`src/rtl/pcxrle_pkg.sv`:
```
package pcxrle_pkg;

  localparam int unsigned MAX_WIDTH  = 1024;
  localparam int unsigned MAX_LINES  = 1024;
  localparam int unsigned MAX_PLANES = 4;

  localparam int unsigned COL_W   = 11;
  localparam int unsigned ROW_W   = 11;
  localparam int unsigned PLANE_W = 2;
  localparam int unsigned PCNT_W  = 3;
  localparam int unsigned RUN_W   = 6;
  localparam int unsigned ADDR_W  = 22;
  localparam int unsigned DATA_W  = 8;
  localparam int unsigned CFG_W   = 11;
  localparam int unsigned CIDX_W  = 2;

  localparam logic [DATA_W-1:0] RUN_MARK = 8'd192;

  localparam logic [CIDX_W-1:0] REG_LINE_WIDTH  = 2'd0;
  localparam logic [CIDX_W-1:0] REG_LINE_COUNT  = 2'd1;
  localparam logic [CIDX_W-1:0] REG_PLANE_COUNT = 2'd2;

  typedef enum logic [1:0] {
    ST_IDLE,
    ST_NORM,
    ST_MUL,
    ST_EMIT
  } state_t;

endpackage

```
`src/rtl/pcx_rle_plane_decoder.sv`:
```
// PCX run-length plane decoder.
// The input channel (in_valid, in_ready, in_coded_byte) takes one coded byte
// per item. The result channel (out_valid, out_ready and the payload ports)
// gives one item per pixel write: buffer address, value, a flag on the last
// write caused by the byte, and a flag on the write that ends the image.
// The configuration port writes line width, line count and plane count at
// indices 0, 1 and 2; indices beyond are ignored. The user must write them
// only while the block is idle; the block does not enforce it. A count byte
// is taken and causes no output. A byte that writes pixels goes through
// setup steps (accept, position update, row base multiply) and then writes
// one pixel per cycle while no waiting output write stalls the loop. The row
// base comes from one 11 by 11 bit multiplier and every address from one
// sum. in_ready is high only while the sequencer is idle. A finished write
// waits in the output register; while it waits and out_ready is low the
// pixel loop stalls; the next byte may be accepted while that write waits.
// Synchronous reset clears position, run state and the output valid, and sets
// all three registers to 1. Bytes after the image end are taken and dropped.
module pcx_rle_plane_decoder (
  input  logic                         clk,
  input  logic                         rst_n,
  input  logic                         in_valid,
  output logic                         in_ready,
  input  logic [pcxrle_pkg::DATA_W-1:0] in_coded_byte,
  output logic                         out_valid,
  input  logic                         out_ready,
  output logic [pcxrle_pkg::ADDR_W-1:0] out_buffer_address,
  output logic [pcxrle_pkg::DATA_W-1:0] out_pixel_value,
  output logic                         out_last_of_run,
  output logic                         out_image_done,
  input  logic                         cfg_we,
  input  logic [pcxrle_pkg::CIDX_W-1:0] cfg_index,
  input  logic [pcxrle_pkg::CFG_W-1:0]  cfg_wdata
);
  import pcxrle_pkg::*;

  state_t state_r, state_nxt;

  logic [CFG_W-1:0]   width_reg_r, lines_reg_r;
  logic [PCNT_W-1:0]  planes_reg_r;
  logic [COL_W-1:0]   w_eff, l_eff;
  logic [PCNT_W-1:0]  p_eff;

  logic               cw_r, cw_nxt;
  logic [RUN_W-1:0]   run_r, run_nxt;
  logic [RUN_W-1:0]   cnt_r, cnt_nxt;
  logic [DATA_W-1:0]  val_r, val_nxt;
  logic [COL_W-1:0]   col_r, col_nxt;
  logic [PLANE_W-1:0] plane_r, plane_nxt;
  logic [ROW_W-1:0]   row_r, row_nxt;
  logic               fin_r, fin_nxt;
  logic [ADDR_W-1:0]  rowbase_r;

  logic               out_valid_r, out_valid_nxt;
  logic [ADDR_W-1:0]  out_addr_r;
  logic [DATA_W-1:0]  out_val_r;
  logic               out_last_r, out_done_r;

  logic               accept;
  logic               load;
  logic               start_run;
  logic               norm_fin;
  logic               emit_end;
  logic [ADDR_W-1:0]  pix_addr;
  logic [COL_W-1:0]   col_inc;
  logic [PCNT_W-1:0]  n_plane;
  logic [ROW_W-1:0]   n_row;
  logic               n_fin;
  logic [2*COL_W-1:0] prod;

  assign in_ready = (state_r == ST_IDLE);
  assign accept   = in_valid && in_ready;
  assign load     = (state_r == ST_EMIT) && (!out_valid_r || out_ready);

  always_comb begin
    if (width_reg_r == '0) begin
      w_eff = COL_W'(1);
    end else if (width_reg_r > CFG_W'(MAX_WIDTH)) begin
      w_eff = COL_W'(MAX_WIDTH);
    end else begin
      w_eff = width_reg_r;
    end
    if (lines_reg_r == '0) begin
      l_eff = ROW_W'(1);
    end else if (lines_reg_r > CFG_W'(MAX_LINES)) begin
      l_eff = ROW_W'(MAX_LINES);
    end else begin
      l_eff = lines_reg_r;
    end
    if (planes_reg_r == '0) begin
      p_eff = PCNT_W'(1);
    end else if (planes_reg_r > PCNT_W'(MAX_PLANES)) begin
      p_eff = PCNT_W'(MAX_PLANES);
    end else begin
      p_eff = planes_reg_r;
    end
  end

  always_comb begin
    start_run = 1'b0;
    if (accept && !fin_r) begin
      if (cw_r) begin
        start_run = (run_r != '0);
      end else begin
        start_run = (in_coded_byte < RUN_MARK);
      end
    end
  end

  // Position normalization before the first write of a run.
  always_comb begin
    n_plane  = {1'b0, plane_r};
    n_row    = row_r;
    n_fin    = fin_r;
    if (col_r >= w_eff) begin
      n_plane = n_plane + PCNT_W'(1);
      if (n_plane >= p_eff) begin
        n_plane = '0;
        n_row   = n_row + ROW_W'(1);
        if (n_row >= l_eff) begin
          n_fin = 1'b1;
        end
      end
    end
    if (!n_fin && (n_plane >= p_eff)) begin
      n_plane = '0;
      n_row   = n_row + ROW_W'(1);
      if (n_row >= l_eff) begin
        n_fin = 1'b1;
      end
    end
    if (!n_fin && (n_row >= l_eff)) begin
      n_fin = 1'b1;
    end
    norm_fin = n_fin;
  end

  assign prod     = row_r * w_eff;
  assign pix_addr = rowbase_r + ADDR_W'({col_r, 2'b00}) + ADDR_W'(plane_r);
  assign col_inc  = col_r + COL_W'(1);
  assign emit_end = (col_inc >= w_eff) || (cnt_r == RUN_W'(1));

  always_comb begin
    state_nxt = state_r;
    case (state_r)
      ST_IDLE: begin
        if (start_run) begin
          state_nxt = ST_NORM;
        end
      end
      ST_NORM: begin
        state_nxt = norm_fin ? ST_IDLE : ST_MUL;
      end
      ST_MUL: begin
        state_nxt = ST_EMIT;
      end
      ST_EMIT: begin
        if (load && emit_end) begin
          state_nxt = ST_IDLE;
        end
      end
      default: begin
        state_nxt = ST_IDLE;
      end
    endcase
  end

  always_comb begin
    cw_nxt        = cw_r;
    run_nxt       = run_r;
    cnt_nxt       = cnt_r;
    val_nxt       = val_r;
    col_nxt       = col_r;
    plane_nxt     = plane_r;
    row_nxt       = row_r;
    fin_nxt       = fin_r;
    out_valid_nxt = out_valid_r && !out_ready;
    case (state_r)
      ST_IDLE: begin
        if (accept && !fin_r) begin
          val_nxt = in_coded_byte;
          if (cw_r) begin
            cw_nxt  = 1'b0;
            run_nxt = '0;
            cnt_nxt = run_r;
          end else if (in_coded_byte >= RUN_MARK) begin
            cw_nxt  = 1'b1;
            run_nxt = RUN_W'(in_coded_byte - RUN_MARK);
          end else begin
            cnt_nxt = RUN_W'(1);
          end
        end
      end
      ST_NORM: begin
        if (col_r >= w_eff) begin
          col_nxt = '0;
        end
        plane_nxt = n_plane[PLANE_W-1:0];
        row_nxt   = n_row;
        fin_nxt   = n_fin;
      end
      ST_EMIT: begin
        if (load) begin
          out_valid_nxt = 1'b1;
          cnt_nxt       = cnt_r - RUN_W'(1);
          col_nxt       = col_inc;
          if (col_inc >= w_eff) begin
            col_nxt = '0;
            if (({1'b0, plane_r} + PCNT_W'(1)) >= p_eff) begin
              plane_nxt = '0;
              row_nxt   = row_r + ROW_W'(1);
              if ((row_r + ROW_W'(1)) >= l_eff) begin
                fin_nxt = 1'b1;
              end
            end else begin
              plane_nxt = plane_r + PLANE_W'(1);
            end
          end
        end
      end
      default: begin
      end
    endcase
  end

  always_ff @(posedge clk) begin
    if (!rst_n) begin
      state_r      <= ST_IDLE;
      width_reg_r  <= CFG_W'(1);
      lines_reg_r  <= CFG_W'(1);
      planes_reg_r <= PCNT_W'(1);
      cw_r         <= 1'b0;
      run_r        <= '0;
      col_r        <= '0;
      plane_r      <= '0;
      row_r        <= '0;
      fin_r        <= 1'b0;
      out_valid_r  <= 1'b0;
    end else begin
      state_r     <= state_nxt;
      cw_r        <= cw_nxt;
      run_r       <= run_nxt;
      col_r       <= col_nxt;
      plane_r     <= plane_nxt;
      row_r       <= row_nxt;
      fin_r       <= fin_nxt;
      out_valid_r <= out_valid_nxt;
      if (cfg_we) begin
        case (cfg_index)
          REG_LINE_WIDTH:  width_reg_r  <= cfg_wdata;
          REG_LINE_COUNT:  lines_reg_r  <= cfg_wdata;
          REG_PLANE_COUNT: planes_reg_r <= cfg_wdata[PCNT_W-1:0];
          default: begin
          end
        endcase
      end
    end
  end

  always_ff @(posedge clk) begin
    cnt_r <= cnt_nxt;
    val_r <= val_nxt;
    if (state_r == ST_MUL) begin
      rowbase_r <= {prod[ADDR_W-3:0], 2'b00};
    end
    if (load) begin
      out_addr_r <= pix_addr;
      out_val_r  <= val_r;
      out_last_r <= emit_end;
      out_done_r <= fin_nxt;
    end
  end

  assign out_valid          = out_valid_r;
  assign out_buffer_address = out_addr_r;
  assign out_pixel_value    = out_val_r;
  assign out_last_of_run    = out_last_r;
  assign out_image_done     = out_done_r;

endmodule
```
`config.mk`:
```
export PLATFORM = sky130hd
export DESIGN_NAME = pcx_rle_plane_decoder
export DESIGN_NICKNAME = d
export VERILOG_FILES = /design/src/rtl/pcxrle_pkg.sv /design/src/rtl/pcx_rle_plane_decoder.sv
export SDC_FILE = /design/constraint.sdc
export NUM_CORES = 1
export LEC_CHECK = 0
export ABC_AREA = 1
export BUFFER_PORTS_ARGS = -buffer_cell sky130_fd_sc_hd__buf_2
export CAP_MARGIN = 20
export CORE_MARGIN = 3
export CORE_UTILIZATION = 65
export DETAILED_ROUTE_END_ITERATION = 10
export PLACE_DENSITY = 0.84
export SLEW_MARGIN = 20
export SYNTH_ARGS = -nofsm -noshare
export SYNTH_HDL_FRONTEND = slang
export SYNTH_SLANG_ARGS = --single-unit
```
`constraint.sdc`:
```
create_clock -name clk -period 8.6 [get_ports clk]
set_clock_uncertainty 0.1 [all_clocks]
set_input_delay 1.29 -clock clk [delete_from_list [all_inputs] [get_ports clk]]
set_output_delay 1.29 -clock clk [all_outputs]
set_load 0.01 [all_outputs]
```
==> results.py <==
metrics = {
    "setup_path": {
        "cp_slowest_stage_delay_ps": 570,
        "worstSetupPathType": "flip-flop to flip-flop",
        "cp_common_cell": "nand2_1",
        "critPathMaxFanout": 9,
        "cp-end-kind": "flip-flop",
        "startpoint_type": "flip-flop",
        "cpLargestDelayFamily": "adder cells",
        "critPathBufInv": 4,
        "worstPathCellList": "nor4_1 > nand3_1 > nand2_1 > nand2_1 > inv_1 > nand2_1 > fa_1 > inv_1 > fa_1 > inv_1 > fa_1 > inv_1 > fa_1 > fa_1 > ha_1 > nand2_1 > o41ai_1 > nand2_1 > nand2_1 > a21oi_1 > xor2_1",
        "critPathRequiredTime_ps": 8670,
        "cpMaxStageDelayCell": "o41ai_1",
        "arrival_ps": 6220,
    },
    "sta": {
        "worstMarginPinSlew_ps": 1040,
        "slew_violations": 0,
        "period_share_pct": 71.5,
        "fmax_ghz": 0.163,
        "period_needed_ps": 6150,
        "rsz0062_at_grt": "false",
        "setup_viol": 0,
        "finalHoldViolations": 0,
        "max-slew-margin-rel_pct": 31.0,
        "setup-tns-final_ps": 0,
    },
    "place": {
        "placed_area_um2": 12100,
        "io_buffers": 59,
        "place_congestion": 0.939,
        "dp.cells": 1704,
        "dp_hpwl_mm": 22.1,
    },
    "synthesis": {
        "syn-cell-area_um2": 11600,
        "ys_warn_count": 0,
        "ys_seq_elements": 126,
        "synthArstFlopShare_pct": 0,
        "ys_seq_area_share_pct": 27.3,
        "synthFlopType": "edfxtp_1",
        "syn_avg_cell_area_um2": 8.03,
        "synthCells": 1451,
        "syn_nets": 1687,
        "synth_edf_count": 66,
        "synth_cell_types": 49,
    },
    "finish": {
        "insertedDiodeCount": 0,
        "final_cell_count_no_fill": 1736,
        "final_area_um2": 12700,
        "final_layout_size_suffix_gt1_share_pct": 10.3,
        "final_common_cell": "nand2_1",
        "fill_cells": 1321,
        "final_nets": 1734,
        "layout_common_cells": "317 x nand2_1, 210 x inv_1, 130 x ha_1",
        "areaGrowthSynthToFinish_pct": 8.91,
        "register_area_um2": 3180,
        "multi_input_area_um2": 7480,
    },
    "pwr": {
        "p_int_mw": 1.67,
        "power_frac_seq_pct": 29.9,
        "vdd_drop_max_uv": 206,
        "p_sw_share_pct": 44.7,
        "power_frac_clock_pct": 24.2,
        "pwr-share-comb_pct": 45.8,
        "cellPowerDensity_nw_per_um2": 238,
        "p_leak_nw": 6.34,
        "switchingPower_mw": 1.35,
    },
    "global_route": {
        "grt_overflow_total": 0,
        "antenna_found_initial": 0,
        "grt.total_usage_pct": 29.9,
        "grt_pass1_wl_mm": 47.2,
        "grt_max_degree": 42,
        "grt_pass1_vias": 9775,
    },
    "die": {
        "rows": 48,
        "initial_utilization_pct": 66.9,
        "dieArea_um2": 19600,
        "dieHeight_um": 140,
        "num_io_pins": 60,
        "die_w_um": 140,
        "core_area_um2": 17400,
    },
    "clock_tree": {
        "cts_hold_buf": 0,
        "clk_latency_ps": 430,
        "cts_setup_buffers": 0,
        "clock-sinks": 126,
        "cts_resized": 0,
        "clockBufferDepth": 2,
        "cts_root_buf": "clkbuf_16",
        "cts-htree-levels": 4,
        "tritoncts": "yes",
        "clkTransAtPathRegs_ps": 60,
        "cts_buffers": 17,
    },
    "route": {
        "dr.pass1.iters": 9,
        "avgViaCountPerCell": 5.83,
        "vias": 10100,
        "drt_wl_total_mm": 29.0,
        "drtIter0Drc": 979,
        "drc": 0,
        "drt-wirelength-per-cell_um": 16.7,
        "ant_nets": 0,
    },
    "run_status": {
        "status": "complete, no violations",
    },
    "run": {
        "cap_violations": 0,
    },
    "min_path": {
        "hold_class": "flip-flop to flip-flop",
    },
}
area by class of cell:
class	instances	share of cell area, %
Clock buffer	18	3.38
Clock inverter	14	1.24
Inverter	221	6.54
Multi-Input combinational cell	1070	59.0
Sequential cell	126	25.1
Tap cell	225	2.22
Timing Repair Buffer	62	2.51
layer usage:
layer / track usage [%] / routed length [um]
met5: 0 / 0
met4: 11.6 / 875
met3: 6.01 / 2670
met2: 47.5 / 13300
met1: 40.7 / 12100
sequential cells by signal (all words and copies together), names as in the netlist, named ones only:
signal              flops
out_buffer_address     22
rowbase_r              20
col_r                  11
lines_reg_r            11
row_r                  11
width_reg_r            11
out_pixel_value         8
val_r                   8
cnt_r                   6
run_r                   6
planes_reg_r            3
plane_r                 2
cw_r                    1
fin_r                   1
out_image_done          1
out_last_of_run         1
out_valid               1
state_r                 1
worst reg2reg max path, delay by kind of cell (launching register included):
| family | cells | cell delay [ps] |
|---|---|---|
| adder cells (fa/ha/maj) | 6 | 2960 |
| buffers and inverters | 4 | 440 |
| AND/OR/NAND/NOR | 8 | 1320 |
| flip-flops | 1 | 310 |
| XOR/XNOR | 1 | 140 |
| AO/OA/AOI/OAI | 2 | 630 |
synth_stat cells, types with 2 or more instances:
cell type / count / area (um2)
clkbuf_1: 21 / 78.8
o31ai_1: 3 / 22.5
inv_1: 210 / 788
o21ai_0: 73 / 365
and2_1: 4 / 25.0
a21oi_1: 95 / 475
nor2_4: 4 / 45.0
edfxtp_1: 66 / 1980
nand2_2: 18 / 113
nand3_2: 2 / 20.0
o21a_1: 2 / 15.0
nor4_1: 6 / 37.5
o21bai_1: 3 / 22.5
o22ai_1: 2 / 12.5
o2111ai_1: 2 / 17.5
clkbuf_2: 2 / 10.0
fa_1: 80 / 1600
nand2_1: 317 / 1190
nand3b_1: 4 / 30.0
nor2_2: 6 / 37.5
a21oi_2: 6 / 52.6
o21ai_2: 7 / 61.3
nor2_1: 130 / 488
o21ai_1: 5 / 25.0
buf_2: 7 / 35.0
xor2_1: 37 / 324
xnor2_1: 17 / 149
a31oi_1: 5 / 31.3
nand3_1: 69 / 345
buf_6: 2 / 22.5
nand4_1: 15 / 93.8
nand2_4: 7 / 78.8
inv_2: 7 / 26.3
ha_1: 130 / 1630
clkinv_1: 4 / 15.0
nor3_1: 11 / 55.1
dfxtp_1: 60 / 1200
cell families after synthesis:
group,synth area share (%)
simple gates,22.2
buf+inv,8.51
compound gates,10.0
fa+ha+maj,27.7
flops,27.3
xor+xnor,4.20
path summary, 6_finish.rpt:
check | from | to | slack, ps | cells past startpoint
worst max register to register | width_reg_r[6]$_SDFFE_PN0P_ | rowbase_r[21]$_DFFE_PP_ | 2450 | 21
worst max-delay path | width_reg_r[6]$_SDFFE_PN0P_ | rowbase_r[21]$_DFFE_PP_ | 2450 | 21
worst min-delay path | val_r[5]$_DFFE_PP_ | out_pixel_value[5]$_DFFE_PP_ | 320 | 0
worst min register to register | val_r[5]$_DFFE_PP_ | out_pixel_value[5]$_DFFE_PP_ | 320 | 0
per-stage QoR:
step	setup slack (ps)	utilization, %	hold WS (ps)	power (mW)
after floorplan	3090	-	300	1.91
after global placement	2730	69.4	302	2.20
after detailed placement	2540	69.4	307	2.25
after CTS	2500	72.8	321	2.99
after global routing	2110	72.8	332	3.23
final	2450	72.8	320	3.02
power groups by stage:
stage | combinational (mW) | sequential (mW) | clock, mW
3_5_place_dp | 1.34 | 0.906 | 0
4_1_cts | 1.36 | 0.895 | 0.733
5_1_grt | 1.56 | 0.911 | 0.760
2_1_floorplan | 1.08 | 0.831 | 0
3_3_place_gp | 1.29 | 0.901 | 0
6_report | 1.39 | 0.905 | 0.733
No activity file was read; power rests on OpenSTA's default activity.
